File: src/rtl/rdt_pkg.sv
package rdt_pkg;

  localparam int unsigned ENTRIES_DEF = 8;
  localparam int unsigned MAX_RANGE_W = 11;
  localparam int unsigned HOLD_W      = 7;
  localparam int unsigned DELAY_W     = 7;
  localparam int unsigned ID_W        = 16;
  localparam int unsigned SEQ_W       = 8;
  localparam int unsigned DIST_W      = 12;
  localparam int unsigned SLOT_W      = 3;
  localparam int unsigned COUNT_W     = 4;
  localparam int unsigned CFG_IDX_W   = 1;
  localparam int unsigned CFG_DATA_W  = 11;
  localparam int unsigned TDATA_W     = 40;
  localparam int unsigned TUSER_W     = 2;

  localparam logic [MAX_RANGE_W-1:0] MAX_RANGE_RST = 11'd300;
  localparam logic [HOLD_W-1:0]      HOLD_RST      = 7'd10;

  // Division by ten as a multiplication by 3277 / 2^15; exact for 11-bit operands.
  localparam int unsigned             RECIP_W     = 12;
  localparam logic [RECIP_W-1:0]      RECIP_TEN   = 12'd3277;
  localparam int unsigned             RECIP_SHIFT = 15;
  localparam logic [DELAY_W-1:0]      DELAY_SAT   = 7'd127;

  typedef enum logic [1:0] {
    FUNC_INSERT  = 2'd0,
    FUNC_FORWARD = 2'd1,
    FUNC_TICK    = 2'd2,
    FUNC_ECHO    = 2'd3
  } func_e;

  typedef enum logic [CFG_IDX_W-1:0] {
    REG_MAX_RANGE = 1'd0,
    REG_HOLD      = 1'd1
  } cfg_reg_e;

  typedef struct packed {
    logic               sent;
    logic [DELAY_W-1:0] delay;
    logic [ID_W-1:0]    id;
    logic [SEQ_W-1:0]   seq;
  } entry_t;

  typedef struct packed {
    logic [3:0]        pad;
    logic [DIST_W-1:0] distance;
    logic [SEQ_W-1:0]  seq_num;
    logic [ID_W-1:0]   packet_id;
  } in_data_t;

  typedef struct packed {
    logic [5:0]         pad;
    logic [COUNT_W-1:0] valid_count;
    logic               echo_matched;
    logic [SEQ_W-1:0]   out_seq;
    logic [ID_W-1:0]    out_id;
    logic [SLOT_W-1:0]  slot;
    logic               sent;
    logic               accepted;
  } out_data_t;

endpackage

File: src/rtl/rdt_delay_calc.sv
module rdt_delay_calc (
  input  logic [rdt_pkg::MAX_RANGE_W-1:0] diff_i,
  output logic [rdt_pkg::DELAY_W-1:0]     delay_o
);

  localparam int unsigned ProdW = rdt_pkg::MAX_RANGE_W + rdt_pkg::RECIP_W;

  logic [ProdW-1:0] prod;
  logic [ProdW-rdt_pkg::RECIP_SHIFT-1:0] quot;

  assign prod = ProdW'(diff_i) * ProdW'(rdt_pkg::RECIP_TEN);
  assign quot = prod[ProdW-1:rdt_pkg::RECIP_SHIFT];

  always_comb begin
    if (quot > ($bits(quot))'(rdt_pkg::DELAY_SAT)) begin
      delay_o = rdt_pkg::DELAY_SAT;
    end else begin
      delay_o = quot[rdt_pkg::DELAY_W-1:0];
    end
  end

endmodule

File: src/rtl/rebroadcast_delay_table.sv
// The block takes one input transfer at a time and accepts no new one until its
// result is committed; the scan reads the entry memory once per entry over its
// single read port, then commits at most one write.
// The result register lets the next input transfer happen while a result waits.
// Reset clears the valid bits, the entry count and the result valid flag and loads
// max_range = 300 and hold_after_send = 10; the entry memory itself is not cleared.
module rebroadcast_delay_table #(
  parameter int unsigned ENTRIES = rdt_pkg::ENTRIES_DEF
) (
  input  logic                             clk_i,
  input  logic                             rst_ni,
  input  logic                             s_axis_tvalid,
  output logic                             s_axis_tready,
  // packet_id [15:0], seq_num [23:16], distance [35:24], zero fill above.
  input  logic [rdt_pkg::TDATA_W-1:0]      s_axis_tdata,
  // func [1:0].
  input  logic [rdt_pkg::TUSER_W-1:0]      s_axis_tuser,
  output logic                             m_axis_tvalid,
  input  logic                             m_axis_tready,
  // accepted [0], sent [1], slot [4:2], out_id [20:5], out_seq [28:21],
  // echo_matched [29], valid_count [33:30], zero fill above.
  output logic [rdt_pkg::TDATA_W-1:0]      m_axis_tdata,
  input  logic                             cfg_we_i,
  input  logic [rdt_pkg::CFG_IDX_W-1:0]    cfg_idx_i,
  input  logic [rdt_pkg::CFG_DATA_W-1:0]   cfg_data_i
);

  localparam int unsigned IdxW = $clog2(ENTRIES);
  localparam int unsigned CntW = $clog2(ENTRIES + 1);

  typedef enum logic [3:0] {
    S_IDLE   = 4'b0001,
    S_SCAN   = 4'b0010,
    S_DRAIN  = 4'b0100,
    S_COMMIT = 4'b1000
  } state_e;

  state_e                             state_q, state_d;
  rdt_pkg::func_e                     func_q, func_d;
  logic [rdt_pkg::ID_W-1:0]           id_q, id_d;
  logic [rdt_pkg::SEQ_W-1:0]          seq_q, seq_d;
  logic [rdt_pkg::MAX_RANGE_W-1:0]    diff_q, diff_d;
  logic [IdxW-1:0]                    idx_q, idx_d;
  logic                               rv_q, rv_d;
  logic [IdxW-1:0]                    ri_q, ri_d;
  logic                               hit_q, hit_d;
  logic [IdxW-1:0]                    hit_idx_q, hit_idx_d;
  rdt_pkg::entry_t                    hit_word_q, hit_word_d;
  logic                               free_q, free_d;
  logic [IdxW-1:0]                    free_idx_q, free_idx_d;
  logic [ENTRIES-1:0]                 valid_q, valid_d;
  logic [CntW-1:0]                    cnt_q, cnt_d;
  logic                               out_valid_q, out_valid_d;
  rdt_pkg::out_data_t                 out_data_q, out_data_d;
  logic [rdt_pkg::MAX_RANGE_W-1:0]    max_range_q;
  logic [rdt_pkg::HOLD_W-1:0]         hold_q;

  rdt_pkg::entry_t                    mem [ENTRIES];
  rdt_pkg::entry_t                    rdata_q;
  logic                               mem_re;
  logic                               mem_we;
  logic [IdxW-1:0]                    mem_waddr;
  rdt_pkg::entry_t                    mem_wdata;

  rdt_pkg::in_data_t                  in_data;
  logic [rdt_pkg::MAX_RANGE_W-1:0]    dist_clamped;
  logic [rdt_pkg::DELAY_W-1:0]        new_delay;
  logic                               rd_v;
  logic                               rd_match;
  logic [rdt_pkg::DELAY_W-1:0]        tick_delay;
  logic [IdxW+2:0]                    slot_ext;
  logic [CntW+3:0]                    cnt_ext;

  assign in_data = rdt_pkg::in_data_t'(s_axis_tdata);

  always_comb begin
    if (in_data.distance > rdt_pkg::DIST_W'(max_range_q)) begin
      dist_clamped = max_range_q;
    end else begin
      dist_clamped = in_data.distance[rdt_pkg::MAX_RANGE_W-1:0];
    end
  end

  rdt_delay_calc u_delay_calc (
    .diff_i  (diff_q),
    .delay_o (new_delay)
  );

  assign rd_v       = valid_q[ri_q];
  assign rd_match   = (rdata_q.id == id_q) && (rdata_q.seq == seq_q);
  assign tick_delay = rdata_q.delay - rdt_pkg::DELAY_W'(rdata_q.delay != '0);

  assign s_axis_tready = (state_q == S_IDLE);
  assign m_axis_tvalid = out_valid_q;
  assign m_axis_tdata  = out_data_q;

  always_comb begin
    state_d     = state_q;
    func_d      = func_q;
    id_d        = id_q;
    seq_d       = seq_q;
    diff_d      = diff_q;
    idx_d       = idx_q;
    rv_d        = 1'b0;
    ri_d        = ri_q;
    hit_d       = hit_q;
    hit_idx_d   = hit_idx_q;
    hit_word_d  = hit_word_q;
    free_d      = free_q;
    free_idx_d  = free_idx_q;
    valid_d     = valid_q;
    cnt_d       = cnt_q;
    out_valid_d = out_valid_q;
    out_data_d  = out_data_q;
    mem_re      = 1'b0;
    mem_we      = 1'b0;
    mem_waddr   = ri_q;
    mem_wdata   = rdata_q;
    slot_ext    = '0;
    cnt_ext     = '0;

    if (out_valid_q && m_axis_tready) begin
      out_valid_d = 1'b0;
    end

    if (rv_q) begin
      case (func_q)
        rdt_pkg::FUNC_INSERT: begin
          if (rd_v && rd_match) begin
            hit_d = 1'b1;
          end
          if (!rd_v && !free_q) begin
            free_d     = 1'b1;
            free_idx_d = ri_q;
          end
        end
        rdt_pkg::FUNC_FORWARD: begin
          if (rd_v && !rdata_q.sent && rdata_q.delay == '0 && !hit_q) begin
            hit_d      = 1'b1;
            hit_idx_d  = ri_q;
            hit_word_d = rdata_q;
          end
        end
        rdt_pkg::FUNC_ECHO: begin
          if (rd_v && rd_match && !hit_q) begin
            hit_d      = 1'b1;
            hit_idx_d  = ri_q;
            hit_word_d = rdata_q;
          end
        end
        default: begin
          if (rd_v) begin
            if (tick_delay == '0 && rdata_q.sent) begin
              valid_d[ri_q] = 1'b0;
              cnt_d         = cnt_q - CntW'(1);
            end else begin
              mem_we          = 1'b1;
              mem_wdata.delay = tick_delay;
            end
          end
        end
      endcase
    end

    case (state_q)
      S_IDLE: begin
        if (s_axis_tvalid) begin
          func_d  = rdt_pkg::func_e'(s_axis_tuser);
          id_d    = in_data.packet_id;
          seq_d   = in_data.seq_num;
          diff_d  = max_range_q - dist_clamped;
          idx_d   = '0;
          hit_d   = 1'b0;
          free_d  = 1'b0;
          state_d = S_SCAN;
        end
      end
      S_SCAN: begin
        mem_re = 1'b1;
        rv_d   = 1'b1;
        ri_d   = idx_q;
        idx_d  = idx_q + IdxW'(1);
        if (idx_q == IdxW'(ENTRIES - 1)) begin
          state_d = S_DRAIN;
        end
      end
      S_DRAIN: begin
        state_d = S_COMMIT;
      end
      S_COMMIT: begin
        if (!out_valid_q || m_axis_tready) begin
          out_data_d = '0;
          case (func_q)
            rdt_pkg::FUNC_INSERT: begin
              if (!hit_q && free_q) begin
                mem_we              = 1'b1;
                mem_waddr           = free_idx_q;
                mem_wdata.sent      = 1'b0;
                mem_wdata.delay     = new_delay;
                mem_wdata.id        = id_q;
                mem_wdata.seq       = seq_q;
                valid_d[free_idx_q] = 1'b1;
                cnt_d               = cnt_q + CntW'(1);
                slot_ext            = {3'b000, free_idx_q};
                out_data_d.accepted = 1'b1;
                out_data_d.slot     = slot_ext[2:0];
              end
            end
            rdt_pkg::FUNC_FORWARD: begin
              if (hit_q) begin
                mem_we             = 1'b1;
                mem_waddr          = hit_idx_q;
                mem_wdata          = hit_word_q;
                mem_wdata.sent     = 1'b1;
                mem_wdata.delay    = hold_q;
                slot_ext           = {3'b000, hit_idx_q};
                out_data_d.sent    = 1'b1;
                out_data_d.slot    = slot_ext[2:0];
                out_data_d.out_id  = hit_word_q.id;
                out_data_d.out_seq = hit_word_q.seq;
              end
            end
            rdt_pkg::FUNC_ECHO: begin
              if (hit_q) begin
                mem_we                  = 1'b1;
                mem_waddr               = hit_idx_q;
                mem_wdata               = hit_word_q;
                mem_wdata.sent          = 1'b1;
                out_data_d.echo_matched = 1'b1;
              end
            end
            default: begin
            end
          endcase
          cnt_ext                = {4'b0000, cnt_d};
          out_data_d.valid_count = cnt_ext[3:0];
          out_valid_d            = 1'b1;
          state_d                = S_IDLE;
        end
      end
      default: begin
        state_d = S_IDLE;
      end
    endcase
  end

  always_ff @(posedge clk_i) begin
    if (mem_we) begin
      mem[mem_waddr] <= mem_wdata;
    end
    if (mem_re) begin
      rdata_q <= mem[idx_q];
    end
  end

  always_ff @(posedge clk_i or negedge rst_ni) begin
    if (!rst_ni) begin
      state_q     <= S_IDLE;
      rv_q        <= 1'b0;
      valid_q     <= '0;
      cnt_q       <= '0;
      out_valid_q <= 1'b0;
      max_range_q <= rdt_pkg::MAX_RANGE_RST;
      hold_q      <= rdt_pkg::HOLD_RST;
    end else begin
      state_q     <= state_d;
      rv_q        <= rv_d;
      valid_q     <= valid_d;
      cnt_q       <= cnt_d;
      out_valid_q <= out_valid_d;
      if (cfg_we_i) begin
        case (rdt_pkg::cfg_reg_e'(cfg_idx_i))
          rdt_pkg::REG_MAX_RANGE: max_range_q <= cfg_data_i;
          rdt_pkg::REG_HOLD:      hold_q      <= cfg_data_i[rdt_pkg::HOLD_W-1:0];
          default: begin
          end
        endcase
      end
    end
  end

  always_ff @(posedge clk_i) begin
    func_q     <= func_d;
    id_q       <= id_d;
    seq_q      <= seq_d;
    diff_q     <= diff_d;
    idx_q      <= idx_d;
    ri_q       <= ri_d;
    hit_q      <= hit_d;
    hit_idx_q  <= hit_idx_d;
    hit_word_q <= hit_word_d;
    free_q     <= free_d;
    free_idx_q <= free_idx_d;
    out_data_q <= out_data_d;
  end

endmodule

File: config.mk
export PLATFORM = sky130hd
export DESIGN_NAME = rebroadcast_delay_table
export DESIGN_NICKNAME = d
export VERILOG_FILES = /design/src/rtl/rdt_pkg.sv /design/src/rtl/rdt_delay_calc.sv /design/src/rtl/rebroadcast_delay_table.sv
export SDC_FILE = /design/constraint.sdc
export NUM_CORES = 1
export LEC_CHECK = 0
export ABC_CLOCK_PERIOD_IN_PS = 5160
export BUFFER_PORTS_ARGS = -buffer_cell sky130_fd_sc_hd__buf_2
export CAP_MARGIN = 25
export CELL_PAD_IN_SITES_DETAIL_PLACEMENT = 0
export CELL_PAD_IN_SITES_GLOBAL_PLACEMENT = 1
export CORE_MARGIN = 2
export CORE_UTILIZATION = 45
export DETAILED_ROUTE_END_ITERATION = 10
export PLACE_DENSITY = 0.72
export SETUP_SLACK_MARGIN = 0.2
export SLEW_MARGIN = 20
export SYNTH_ARGS = -nofsm -noshare
export SYNTH_HDL_FRONTEND = slang
export SYNTH_SLANG_ARGS = --single-unit
File: constraint.sdc
create_clock -name clk_i -period 5.16 [get_ports clk_i]
set_input_delay 0 -clock clk_i [delete_from_list [all_inputs] [get_ports clk_i]]
set_output_delay 0 -clock clk_i [all_outputs]
set_load 0.02 [all_outputs]
# After elaboration in Yosys (flattened, before gate mapping)
# Memories as Yosys holds them, arrays and structs flattened. A register that Yosys moved wholly into a read port is not among the register bits.
# Index checks and enable logic that the tools add are counted.
[classes]
shift = 0
add_sub_neg = 5
mul = 1
n_reduce_logical = 35
muxes = 83
n_eq_ne = 14
magnitude_cmp = 6
n_bitwise = 4
n_div = 0
[op_table]
columns = ["operator", "n"]
rows = [
  ["32-bit 2-to-1 mux", 5],
  ["32-bit case mux with 3 select lines", 1],
  ["8-bit 2-to-1 mux", 8],
  ["31-bit 2-to-1 mux", 2],
  ["31-bit case mux with 2 select lines", 1],
  ["4-bit 2-to-1 mux", 12],
  ["7-bit 2-to-1 mux", 5],
  ["1-bit 2-to-1 mux", 30],
  ["3-bit 2-to-1 mux", 8],
  ["3-bit case mux with 2 select lines", 4],
  ["11-bit by 12-bit multiplier with 23-bit output (second input constant)", 1],
  ["16-bit equality test", 1],
  ["4-bit case mux with 4 select lines", 1],
  ["7-bit logical NOT", 2],
  ["12-bit by 11-bit greater-than comparator with 1-bit output", 1],
  ["1-bit logical AND", 12],
  ["2-bit AND reduction", 6],
  ["11-bit 2-to-1 mux", 1],
  ["11-bit subtractor", 1],
  ["2-bit != test (second input constant)", 5],
  ["8-bit bitwise AND", 1],
  ["8-bit equality test", 1],
  ["8-bit by 7-bit greater-than comparator with 1-bit output (second input constant)", 1],
  ["3-bit by 4-bit < comparator with 1-bit output (second input constant)", 2],
  ["28 further kinds", 36],
]
[word_totals]
in_bits = 59
register_bits = 152
romBits = 0
n_memories = 1
latchBits = 0
out_inout_bits = 42
elab_cells = 176
ram_bits = 256
[mem_list]
columns = ["name", "depth", "width", "read_ports", "rd_clocked_by_memory_dff", "wr", "line_no", "rtl"]
rows = [
  ["mem", 8, 32, 1, 1, 1, "rebroadcast_delay_table.sv:58", "rdt_pkg::entry_t mem [ENTRIES];"],
]

# Logic depth before layout (Yosys ltp)
[logic_depth]
ltp_word = 15
ltp_mapped = 19
ltp_nobuf = 19

# Hierarchy
# From an unflattened synthesis, not the netlist that was laid out.
[hier_totals]
cells_unflattened = 1323
hier_area_um2 = 20505.9
[by_module_without_submodules]
columns = ["module", "area_per_inst_um2", "seq_area_each_um2", "cells_per_inst", "n_inst"]
rows = [
  ["rebroadcast_delay_table", 18211.2, 13021.2, 1066, 1],
  ["rdt_delay_calc", 2294.7, 0.0, 257, 1],
]

# Worst setup path after synthesis
# OpenSTA, ideal clock, no wires.
[synth_path]
path_type = "register to register"
from = "register ri_q[2]"
to = "register hit_idx_q[0] (enable)"
required_time_ps = 4649
n_path_buf = 1
path_slack_ps = -70
path_stages_with_launch = 7
setup_time_ps = 511
period_less_slack_ps = 5230
arrival_ps = 4719
cell_sequence = "edfxtp_1 -> buf_6 -> or3b_1 -> a21oi_2 -> nor3_1 -> nand2b_1 -> nor4bb_1"
[synth_via]
elab_chain_len = 7
word_cells_on_any_way = 10
classes_between = "2 x eq/ne; 2 x mux; 6 x reduce/logical"
[synth_rtl]
columns = ["element", "line_no", "rtl"]
rows = [
  ["start: declaration", "rebroadcast_delay_table.sv:45", "logic [IdxW-1:0] ri_q, ri_d;"],
  ["start signal: assignment", "rebroadcast_delay_table.sv:288", "ri_q <= ri_d;"],
  ["1-bit binary-select mux with 3-bit select *", "rebroadcast_delay_table.sv:89", "assign rd_v = valid_q[ri_q];"],
  ["1-bit 2-to-1 mux (implied by the code) *", "rebroadcast_delay_table.sv:89", ""],
  ["1-bit logical AND (3 in series)", "rebroadcast_delay_table.sv:138", "if (rd_v && !rdata_q.sent && rdata_q.delay == '0 && !hit_q) begin"],
  ["2-bit != test (no line)", "-", ""],
  ["4-bit AND reduction (no line) *", "-", ""],
  ["end signal: assignment", "rebroadcast_delay_table.sv:290", "hit_idx_q <= hit_idx_d;"],
  ["end: declaration", "rebroadcast_delay_table.sv:47", "logic [IdxW-1:0] hit_idx_q, hit_idx_d;"],
]
# Every way passes the cells marked *; elsewhere a longest branch is shown, timed or not. The select of a mux whose other input is x is not followed.
# A chain may end at the register's enable or synchronous reset.

==> metrics.txt <==
Root Driver clkbuf_16; global-route wire length before repair 73,600 um; WL/cell 21.6 um; # IOs 101; cts bufs inserted 46; PwrDens 685 nW/um^2; net count reported at finish 1,727; core area 45,200 um^2; placed standard-cell area 22,000 um^2; Clk Latency, worst-skew pair 600 ps; Main synth FF type edfxtp_1; clk sinks 440; Most Frequent Cell on Critical Path buf_4; Hold Fails Final Rpt 0; Via Count 11.9k; Slew headroom 42.6%; Post-Synth Simple-Gate Area 6.58%; Cells after Synth 1,328; initial antenna violation count 1; grt ovf 0; Area Growth Syn to Fin 19.3%; cell family with most CP delay adder cells; Post-synth ARST share 8.18%; number of global-route vias before repair 12.5k; largest family of logic cells by synthesized area multiplexers; CP arrival 5070 ps; Compound-Gate Fraction of Synth Area 6.03%; Die Y-Extent 218 um; min cycle time layout 4770 ps; top cells by count, synth edfxtp_1, inv_1, ha_1; crit end category flop; multiplexer share of the synthesized area 9.95%; Mapped Area 20,500 um^2; DR vias/cell 5.48; Layout Cells excl Fill 2,180; crit path max-delay cell type fa_1; Pre-Repair DR Iteration Count 5; cell with the most instances after synthesis edfxtp_1; crit path buf inv count 5; average size of a mapped cell 15.5 um^2; CTS tree done; Post-synth EDFFs 402; max_cap viols 0; number of diodes 0; die area 47,300 um^2; required time of the critical path 5460 ps; Leakage Power 8.95 nW; Max IR drop VDD 1.25 mV; Synth area leader edfxtp_1; DRC viols 0; min-delay worst type input port to flop; Final Max Slew Viols 0; GRT Overall Usage 20.6%; adder-cell share of the synthesized area 8.79%; main area contributors after synthesis edfxtp_1, mux4_2, ha_1; post-synthesis xor/xnor area fraction 2.05%; Crit path largest cell delay 500 ps; Synth Register Bits 440; Critical Path Fanout Max 8; worst slew pin tran 852 ps; Unique masters post-synth 84; Post-DP HPWL 29,500 um; RSZ-0062 raised after global routing no; Port Buffer Count 90; wirelength, routed 47,200 um; final setup vio count 0; CTS max path bufs 3; fmax 0.210 GHz; Max H-tree Level 2; DIE WIDTH 218 um; Row Count 78; Clock transition at path regs 60 ps; sequential area share after synthesis 63.4%; fin util 54.2%; First DRT Iteration DRCs 1,003; cells along the critical path ha_4, fa_1, buf_4, buf_4, buf_4, ha_1, fa_1, ha_1, ha_1, and3_1, and2_1, a221oi_2, o21ai_4, xnor2_4, buf_4, o21ai_2, buf_6, nand2_4; period utilisation layout 92.5%; placed insts 2,022; post-route cell area 24,500 um^2; crit path kind flop to flop; largest net degree at the start of global routing 68; skew final 27.0 ps; share of cells above drive strength 1 24.0%; remaining antenna violation count after routing 0; top cell type's share of synthesized area 58.8%; initial core utilization 45.4%; GPL Wtd Cong 0.809; CP Launch Type flop; outcome finished clean; total number of yosys warnings 0
worst register-to-register path: cells and delay by family (launching register included):
kind / cells / cell delay (ps)
adders and majority gates: 6 / 2080
buffers and inverters: 5 / 690
AOI/OAI and AO/OA: 3 / 580
and+or+nand+nor: 3 / 480
DFF: 1 / 480
xor gates and xnor gates: 1 / 190
per-stage QoR:
step	power (mW)	hold WS, ps	setup TNS, ps	setup WS [ps]
after floorplan	9.96	-296	0	289
after global placement	12.0	178	-705	-88.2
after detailed placement	12.1	181	-2300	-125
after CTS	16.1	17.0	0	175
after global routing	18.2	42.6	0	172
final	16.8	21.6	0	388
cell usage in the layout, fill, tap and decap left out, types with 10 or more instances in the layout:
| cell type | n |
|---|---|
| a21oi_1 | 26 |
| a22oi_1 | 26 |
| and2_1 | 31 |
| buf_2 | 90 |
| buf_4 | 50 |
| clkbuf_1 | 11 |
| clkbuf_16 | 46 |
| clkinv_1 | 14 |
| dfrtp_1 | 29 |
| dlygate4sd3_1 | 64 |
| edfxtp_1 | 402 |
| fa_1 | 32 |
| ha_1 | 83 |
| inv_1 | 96 |
| mux2_2 | 40 |
| mux2i_1 | 12 |
| mux4_2 | 64 |
| nand2_1 | 78 |
| nand2b_1 | 12 |
| nand3_1 | 19 |
| nand4_1 | 10 |
| nor2_1 | 29 |
| nor2b_1 | 16 |
| nor3_1 | 13 |
| o21ai_0 | 54 |
| xnor2_1 | 20 |
| xor2_1 | 27 |
power breakdown:
group	leakage (nW)	internal [mW]	switching (mW)	total, mW
clock	0.714	1.90	1.39	3.29
combinational	4.15	4.14	4.89	9.02
sequential	4.08	4.29	0.187	4.48
total	8.95	10.3	6.46	16.8
final cells by class:
class | instances | area, um^2
Clock buffer | 57 | 1190
Clock inverter | 28 | 294
Fill cell | 3614 | 20700
Inverter | 100 | 375
Multi-Input combinational cell | 741 | 7200
Sequential cell | 440 | 13000
Tap cell | 600 | 751
Timing Repair Buffer | 214 | 1660
worst paths after layout:
kind / startpoint / endpoint / slack, ps / depth (start not counted)
max in group asynchronous: rst_ni / state_q[0] / 4250 / 4
min reg2reg: valid_q[5] / valid_q[5] / 480 / 2
min in group asynchronous: rst_ni / max_range_q[7] / 370 / 3
max reg2reg: diff_q[6] / mem[4][26] / 390 / 18
max: diff_q[6] / mem[4][26] / 390 / 18
min: cfg_we_i / hold_q[4] / 20 / 3
cells by family (layout without fill, tap and decap cells):
| group | Yosys count | in the layout |
|---|---|---|
| buffers and inverters | 152 | 399 |
| flip-flops | 440 | 440 |
| other | 1 | 6 |
| multiplexers | 118 | 118 |
| adder cells (fa/ha/maj) | 125 | 125 |
| XOR/XNOR | 48 | 48 |
| AO/OA/AOI/OAI | 185 | 185 |
| AND/OR/NAND/NOR | 259 | 259 |
sequential cells by signal (all words and copies together), names as in the netlist, 2 cells and up:
name and count:
m_axis_tdata 34, mem 256, hit_word_q 31, max_range_q 11
hit_idx_q 3, id_q 16, diff_q 11, seq_q 8
ri_q 3, rdata_q 32, idx_q 3, func_q 2
state_q 4, cnt_q 4, valid_q 8, hold_q 7
free_idx_q 3
routing by layer:
metal | part of all wire (%) | up-vias | GRT usage, %
li1 | - | 5450 | -
met1 | 45 | 6078 | 29.8
met2 | 47 | 352 | 32.7
met3 | 6.3 | 62 | 3.58
met4 | 1.8 | 0 | 5.05
met5 | 0 | - | 0
repair_timing:
| item | CTS | global route |
|---|---|---|
| hold buffers | 63 | 1 |
| endpoints found under the setup margin | 56 | 56 |
| buffers inserted | 5 | 3 |
| gates resized for setup | 16 | 25 |
| cloned | 0 | 0 |
| endpoints found under the hold margin | 79 | 7 |
| pin swaps | 10 | 22 |
(Power assumes the default switching activity.)
